==> config.mk <==
export PLATFORM = sky130hd
export DESIGN_NAME = led_blink_pattern_engine_unit
export DESIGN_NICKNAME = d
export VERILOG_FILES = /design/src/rtl/core/lbpe_pkg.sv /design/src/rtl/core/lbpe_channel.sv /design/src/rtl/core/led_blink_pattern_engine_unit.sv
export SDC_FILE = /design/constraint.sdc
export NUM_CORES = 1
export LEC_CHECK = 0
export BUFFER_PORTS_ARGS = -buffer_cell sky130_fd_sc_hd__clkbuf_2
export CAP_MARGIN = 20
export CORE_ASPECT_RATIO = 0.75
export CORE_MARGIN = 3
export CORE_UTILIZATION = 55
export DETAILED_ROUTE_END_ITERATION = 6
export PLACE_DENSITY = 0.72
export SETUP_SLACK_MARGIN = 0.4
export SLEW_MARGIN = 20
export SYNTH_ARGS = -nofsm -noshare
export SYNTH_HDL_FRONTEND = slang
export SYNTH_SLANG_ARGS = --single-unit
==> constraint.sdc <==
create_clock -name clk -period 4.55 [get_ports clk]
set_clock_uncertainty 0.15 [all_clocks]
set_input_delay 0.91 -clock clk [delete_from_list [all_inputs] [get_ports clk]]
set_output_delay 0.91 -clock clk [all_outputs]
set_load 0.03 [all_outputs]
==> src/rtl/core/lbpe_pkg.sv <==
`default_nettype none

package lbpe_pkg;

	localparam int NUM_LEDS  = 4;
	localparam int LED_IDX_W = 2;
	localparam int MODE_W    = 4;
	localparam int CNT_W     = 4;
	localparam int CFG_W     = 16;
	localparam int CFG_IDX_W = 2;

	// warning modes stop toggling once the count passes these
	localparam logic [CNT_W-1:0] SHORT_LAST = CNT_W'(2);
	localparam logic [CNT_W-1:0] LONG_LAST  = CNT_W'(12);

	localparam logic [CFG_W-1:0] FAST_RST   = CFG_W'(100);
	localparam logic [CFG_W-1:0] MEDIUM_RST = CFG_W'(500);
	localparam logic [CFG_W-1:0] SLOW_RST   = CFG_W'(2000);

	typedef enum logic [CFG_IDX_W-1:0] {
		CFG_FAST   = 2'd0,
		CFG_MEDIUM = 2'd1,
		CFG_SLOW   = 2'd2
	} cfg_idx_t;

	typedef enum logic [MODE_W-1:0] {
		MODE_OFF    = 4'd0,
		MODE_ON     = 4'd1,
		MODE_WAIT   = 4'd2,
		MODE_WSHORT = 4'd3,
		MODE_WLONG  = 4'd4,
		MODE_ERROR  = 4'd5,
		MODE_IFAST  = 4'd6,
		MODE_ISLOW  = 4'd7,
		MODE_ADV    = 4'd8
	} mode_t;

	typedef struct packed {
		logic [CFG_W-1:0] fast;
		logic [CFG_W-1:0] mid;
		logic [CFG_W-1:0] slow;
	} period_cfg_t;

	typedef struct packed {
		logic              en;
		logic              start;
		logic              tick;
		logic [MODE_W-1:0] mode;
	} chan_ctl_t;

endpackage

`default_nettype wire

==> src/rtl/core/lbpe_channel.sv <==
`default_nettype none

module lbpe_channel
	import lbpe_pkg::*;
#(
	parameter int PERIOD_BITS = 16
) (
	input  wire logic        clk,
	input  wire logic        arst_n,
	input  wire chan_ctl_t   ctl,
	input  wire period_cfg_t per,
	output logic             level_next
);

	logic [MODE_W-1:0]      mode_q, mode_n;
	logic                   level_q, level_n;
	logic [CNT_W-1:0]       count_q, count_n;
	logic                   running_q, running_n;
	logic [PERIOD_BITS-1:0] period_q, period_n;
	logic [PERIOD_BITS-1:0] left_q, left_n;

	logic [PERIOD_BITS-1:0] fast_p, medium_p, slow_p;

	assign fast_p   = PERIOD_BITS'(per.fast);
	assign medium_p = PERIOD_BITS'(per.mid);
	assign slow_p   = PERIOD_BITS'(per.slow);

	always_comb begin
		mode_n    = mode_q;
		level_n   = level_q;
		count_n   = count_q;
		running_n = running_q;
		period_n  = period_q;
		left_n    = left_q;
		if (ctl.start) begin
			mode_n    = ctl.mode;
			count_n   = '0;
			level_n   = (ctl.mode == MODE_ON);
			running_n = 1'b0;
			case (ctl.mode)
				MODE_WAIT: begin
					running_n = 1'b1;
					period_n  = medium_p;
					left_n    = medium_p;
				end
				MODE_WSHORT, MODE_WLONG, MODE_IFAST, MODE_ISLOW, MODE_ADV: begin
					running_n = 1'b1;
					period_n  = fast_p;
					left_n    = fast_p;
				end
				default: ;
			endcase
		end else if (ctl.tick && running_q) begin
			if (left_q <= PERIOD_BITS'(1)) begin
				// timer ran out: apply mode rule, then reload if still running
				case (mode_q)
					MODE_OFF: begin
						running_n = 1'b0;
						count_n   = '0;
						level_n   = 1'b0;
					end
					MODE_ON: level_n = 1'b1;
					MODE_WAIT, MODE_ERROR: level_n = !level_q;
					MODE_WSHORT: begin
						if (count_q > SHORT_LAST) begin
							running_n = 1'b0;
							mode_n    = MODE_OFF;
							count_n   = '0;
							level_n   = 1'b0;
						end else begin
							count_n = count_q + CNT_W'(1);
							level_n = !level_q;
						end
					end
					MODE_WLONG: begin
						if (count_q > LONG_LAST) begin
							running_n = 1'b0;
							mode_n    = MODE_ON;
							count_n   = '0;
							level_n   = 1'b1;
						end else begin
							count_n = count_q + CNT_W'(1);
							level_n = !level_q;
						end
					end
					MODE_IFAST: begin
						period_n = level_q ? fast_p : medium_p;
						level_n  = !level_q;
					end
					MODE_ISLOW: begin
						period_n = level_q ? fast_p : slow_p;
						level_n  = !level_q;
					end
					MODE_ADV: begin
						period_n = medium_p;
						level_n  = !level_q;
					end
					default: ;
				endcase
				if (running_n) begin
					left_n = period_n;
				end
			end else begin
				left_n = left_q - PERIOD_BITS'(1);
			end
		end
	end

	assign level_next = level_n;

	always_ff @(posedge clk or negedge arst_n) begin
		if (!arst_n) begin
			mode_q    <= MODE_OFF;
			level_q   <= 1'b0;
			count_q   <= '0;
			running_q <= 1'b0;
		end else if (ctl.en) begin
			mode_q    <= mode_n;
			level_q   <= level_n;
			count_q   <= count_n;
			running_q <= running_n;
		end
	end

	always_ff @(posedge clk) begin
		if (ctl.en) begin
			period_q <= period_n;
			left_q   <= left_n;
		end
	end

	// a running timer only ever belongs to a blinking mode
	assert property (@(posedge clk) disable iff (!arst_n)
		running_q |-> (mode_q == MODE_WAIT || mode_q == MODE_WSHORT ||
			mode_q == MODE_WLONG || mode_q == MODE_IFAST ||
			mode_q == MODE_ISLOW || mode_q == MODE_ADV))
		else $error("timer running in a non-blinking mode");

	// off mode keeps the led dark and the timer stopped
	assert property (@(posedge clk) disable iff (!arst_n)
		(mode_q == MODE_OFF) |-> (!level_q && !running_q))
		else $error("off mode with level or timer active");

	// toggle count never goes more than one past the long warning limit
	assert property (@(posedge clk) disable iff (!arst_n)
		count_q <= LONG_LAST + CNT_W'(1))
		else $error("toggle count out of range");

endmodule

`default_nettype wire

==> src/rtl/core/led_blink_pattern_engine_unit.sv <==
`default_nettype none

// led blink pattern engine: four independent led channels, each with a mode,
// a level, a toggle count and a period timer counted in millisecond ticks.
// an input word with tuser high is a start command: it restarts the led named
// in tdata in the given mode (off, on, waiting, short warning, long warning,
// error, idle fast, idle slow, advertise); blinking modes load their timer
// from the fast/medium period registers then. a tuser-low word is one
// millisecond tick: every running timer counts down and one that runs out
// applies its mode rule and reloads if still running. every input word
// yields one output word with the levels of all leds after it, one word per
// clock unless the output stalls, via the input register, then the output
// register. a stalled output holds its word while one more input word waits
// in the input register. the user must write period registers through
// cfg_we/cfg_index/cfg_wdata while idle; the block does not enforce it. a
// written period applies at the next timer start or idle/advertise reload.
module led_blink_pattern_engine_unit
	import lbpe_pkg::*;
#(
	parameter int PERIOD_BITS = 16
) (
	input  wire logic                 clk,
	input  wire logic                 arst_n,
	// config write port
	input  wire logic                 cfg_we,
	input  wire logic [CFG_IDX_W-1:0] cfg_index,
	input  wire logic [CFG_W-1:0]     cfg_wdata,
	// input words
	input  wire logic                 s_tvalid,
	output logic                      s_tready,
	input  wire logic [7:0]           s_tdata,   // [1:0] led_index, [5:2] led_mode
	input  wire logic                 s_tuser,   // func: 0 tick, 1 start command
	// output words
	output logic                      m_tvalid,
	input  wire logic                 m_tready,
	output logic [7:0]                m_tdata    // [3:0] led_levels
);

	// period registers
	period_cfg_t per_q;

	always_ff @(posedge clk or negedge arst_n) begin
		if (!arst_n) begin
			per_q.fast <= FAST_RST;
			per_q.mid  <= MEDIUM_RST;
			per_q.slow <= SLOW_RST;
		end else if (cfg_we) begin
			unique case (cfg_index)
				CFG_FAST:   per_q.fast <= cfg_wdata;
				CFG_MEDIUM: per_q.mid  <= cfg_wdata;
				CFG_SLOW:   per_q.slow <= cfg_wdata;
				default: ;  // writes past the register list are dropped
			endcase
		end
	end

	// input register
	logic                 valid_s1;
	logic                 func_s1;
	logic [LED_IDX_W-1:0] idx_s1;
	logic [MODE_W-1:0]    mode_s1;
	logic                 in_acc;
	logic                 advance;

	logic                 out_valid_q;
	logic [NUM_LEDS-1:0]  levels_q;
	logic [NUM_LEDS-1:0]  levels_next;

	// stage 1 moves on when the output register is empty or being drained
	assign advance  = valid_s1 && (!out_valid_q || m_tready);
	assign s_tready = !valid_s1 || advance;
	assign in_acc   = s_tvalid && s_tready;

	always_ff @(posedge clk or negedge arst_n) begin
		if (!arst_n) begin
			valid_s1 <= 1'b0;
		end else if (in_acc) begin
			valid_s1 <= 1'b1;
		end else if (advance) begin
			valid_s1 <= 1'b0;
		end
	end

	always_ff @(posedge clk) begin
		if (in_acc) begin
			func_s1 <= s_tuser;
			idx_s1  <= s_tdata[LED_IDX_W-1:0];
			mode_s1 <= s_tdata[LED_IDX_W +: MODE_W];
		end
	end

	// one channel per led, all updated in the same cycle
	for (genvar i = 0; i < NUM_LEDS; i++) begin : g_led
		chan_ctl_t ctl;

		assign ctl.en    = advance;
		assign ctl.start = func_s1 && (idx_s1 == LED_IDX_W'(i));
		assign ctl.tick  = !func_s1;
		assign ctl.mode  = mode_s1;

		lbpe_channel #(
			.PERIOD_BITS(PERIOD_BITS)
		) u_chan (
			.clk       (clk),
			.arst_n    (arst_n),
			.ctl       (ctl),
			.per       (per_q),
			.level_next(levels_next[i])
		);
	end

	// output register
	always_ff @(posedge clk or negedge arst_n) begin
		if (!arst_n) begin
			out_valid_q <= 1'b0;
		end else if (advance) begin
			out_valid_q <= 1'b1;
		end else if (m_tready) begin
			out_valid_q <= 1'b0;
		end
	end

	always_ff @(posedge clk) begin
		if (advance) begin
			levels_q <= levels_next;
		end
	end

	assign m_tvalid = out_valid_q;
	assign m_tdata  = {(8 - NUM_LEDS)'(0), levels_q};

	// a full input stage behind a stalled output must not take another word
	assert property (@(posedge clk) disable iff (!arst_n)
		(valid_s1 && out_valid_q && !m_tready) |-> !s_tready)
		else $error("input accepted while pipeline is blocked");

	// every word that leaves stage 1 shows up as an output word
	assert property (@(posedge clk) disable iff (!arst_n)
		advance |=> out_valid_q)
		else $error("advanced word lost before output");

	// output word holds while stalled
	assert property (@(posedge clk) disable iff (!arst_n)
		(out_valid_q && !m_tready) |=> (out_valid_q && $stable(levels_q)))
		else $error("stalled output word changed");

endmodule

`default_nettype wire
==> impl_metrics.toml <==
[run]
max_cap_violations = 0

[hold_path]
hp-class = "input pin to asynchronous set/reset pin"

[clock_tree]
clock_path_buffers = 3
clkTransAtPathRegs_ps = 60
clock_latency_ps = 550
cts_hold_buf = 0
cts_sinks = 229
cts_max_level = 1
cts_tree = "built"
root_buffer = "clkbuf_16"
cts-buffers-inserted = 25
cts_resized = 0
post_cts_buffers = 0

[worst_setup_path]
startpoint_type = "register"
cpLargestDelayFamily = "simple AND/OR/NAND/NOR gates"
required_ps = 4620
crit_arrival_ps = 3340
crit_buf_inv = 1
cp_slowest_cell = "or4_1"
crit_type = "register to register"
worstPathCellList = "or4_1 -> nor4b_4 -> and2_1 -> nand2_1 -> a21oi_1 -> buf_4"
end_kind = "register"
worstPathMaxFanout = 16
slowest_delay_ps = 770

[synthesis]
synth_area_per_cell_um2 = 9.559
yosysWarningCount = 0
ys_types = 85
synthCells = 1696
yosys.area.top_type = "edfxtp_1"
synth_top_flop_cell = "edfxtp_1"
synthTopCellsByArea = "edfxtp_1 (26%), dfrtp_1 (12%), mux2_2 (8.6%), mux2i_1 (6.4%), o21ai_0 (3.5%)"
synth_top_cell_area_share_pct = 25.75
ys_seq_area_share_pct = 39.75
async_flop_share_pct = 39.30
yosysMostFrequentCell = "edfxtp_1"
synthTopCellsByCount = "edfxtp_1 (139), clkbuf_1 (127), mux2_2 (124)"
netlist_area_um2 = 16210
synth_edf_count = 139
ys_ff_latch = 229

[cells_and_area]
fin_nets = 1700
final_core_util_pct = 61.05
fillers = 2399
n_antenna_cell = 0
seqCellArea_um2 = 6447
drive_above_1_share_pct = 17.84
area_delta_synth_final_pct = 7.386
multi_input_area_um2 = 9039
fin_area_um2 = 17410

[floorplanning]
io_pins = 42
die_y_um = 154.7
die_x_um = 204.2
die_area_um2 = 31590
core_area_um2 = 28510
std_cell_rows = 53
start_util_pct = 56.85

[power]
power.density_nw_per_um2 = 416.7
leakage_nw = 6.649
irDropWorstVdd_uv = 391.3

[sta]
fin_crit_sh_pct = 71.83
clock.fmax_mhz = 306.0
setup_tns_ps = 0
finalSetupViolCount = 0
slew_violations = 0
hold_viol = 0
hold_ws_ps = 209.2
rsz0062_at_grt = "no"
slew_headroom_pct = 19.54
min_period_ps = 3268
worst_pin_slew_ps = 1207

[routing]
first_pass_iters = 7
drt_iter0_markers = 1733
via_count = 14090
postRouteAntennaNets = 0
drc = 0
detail_route.wirelength_mm = 49.98
viasPerCell = 6.858
wire_per_inst_um = 24.32

[status]
status = "finished clean"

[placement]
placed_cell_area_um2 = 16620
place_hpwl_mm = 34.01
gp_congestion = 0.9722
port_buffers = 35

[grt]
grt_pass1_vias = 13300
grt_pass1_wl_mm = 76.03
groute.usage.overall_pct = 30.89
antenna_found_initial = 1
grt_max_degree = 43
overflow = 0
[cell type report]
cell class / instances / share of cell area, %
clock buffer: 37 / 4.204
timing repair buffer: 79 / 2.918
sequential: 229 / 37.03
tap: 385 / 2.767
clock inverter: 8 / 0.2515
inverter: 42 / 0.9056
multi-input combinational: 1275 / 51.92
[logic make-up after synthesis]
family                   after synthesis  share of synthesized area, %
adder cells (fa/ha/maj)               16                         1.235
flip-flops                           229                         39.75
other                                  1                       0.02313
XOR/XNOR                              51                         2.755
AO/OA/AOI/OAI                        494                         20.23
AND/OR/NAND/NOR                      480                         16.07
buffers and inverters                195                         4.762
multiplexers                         230                         15.17
[final timing paths]
| check | cells after the start | slack (ps) | startpoint | end |
|---|---|---|---|---|
| worst min register to register | 1 | 380 | valid_s1 | m_tvalid |
| worst max register to register | 6 | 1280 | g_led[3].u_chan.left_q[5] | g_led[3].u_chan.period_q[14] |
| min in group clk | 1 | 380 | valid_s1 | m_tvalid |
| worst min-delay path | 1 | 210 | arst_n | g_led[3].u_chan.running_q |
| worst max-delay path | 6 | 1280 | g_led[3].u_chan.left_q[5] | g_led[3].u_chan.period_q[14] |
| max in group asynchronous | 2 | 3160 | arst_n | per_q[9] |
[power by group]
part           leakage (nW)  total [mW]  internal, mW  switching (mW)
clock network         0.388        2.00          1.11           0.887
logic                  3.93        2.14         0.957            1.19
registers              2.33        3.11          2.49           0.624
[through the flow]
stage / instances / setup WS, ps / power (mW)
after global routing: 2055 / 1199 / 7.549
after detailed placement: 2010 / 1344 / 5.193
final: 2055 / 1282 / 7.254
after CTS: 2055 / 1313 / 7.186
after global placement: 2010 / 1406 / 5.115
after floorplan: 1699 / 980.4 / 4.496
[state kept, by name, summed over array words and instances, names as in the netlist]
register and cells:
valid_s1 1, g_led.u_chan.left_q 64, g_led.u_chan.running_q 4, m_tvalid 1
per_q 48, g_led.u_chan.count_q 16, mode_s1 4, g_led.u_chan.level_q 4
levels_q 4, func_s1 1, idx_s1 2, g_led.u_chan.mode_q 16
g_led.u_chan.period_q 64
[layout by cell type, fill, tap and decap left out, types with 18 or more instances in the layout]
cell type / instances
edfxtp_1: 139
clkbuf_16: 26
inv_1: 40
a21oi_1: 103
o22ai_1: 31
nand3_1: 44
xnor2_1: 24
mux2i_1: 104
mux2_2: 124
xor2_1: 27
dfrtp_1: 73
nor2_1: 100
nand2b_1: 53
o21ai_0: 114
nor3_1: 28
buf_4: 45
nor4_1: 18
a22oi_1: 42
clkbuf_2: 34
o211ai_1: 46
nand2_1: 111
[metal layers]
layer  GRT usage, %  part of all wire [%]  vias up
met4          11.89                   4.1        2
li1               -                     -     6324
met3          8.332                    12      138
met2          44.25                    42      767
met1          44.64                    41     6862
met5              0                 0.030        -
Note: power is estimated with default switching activity, not from simulation.
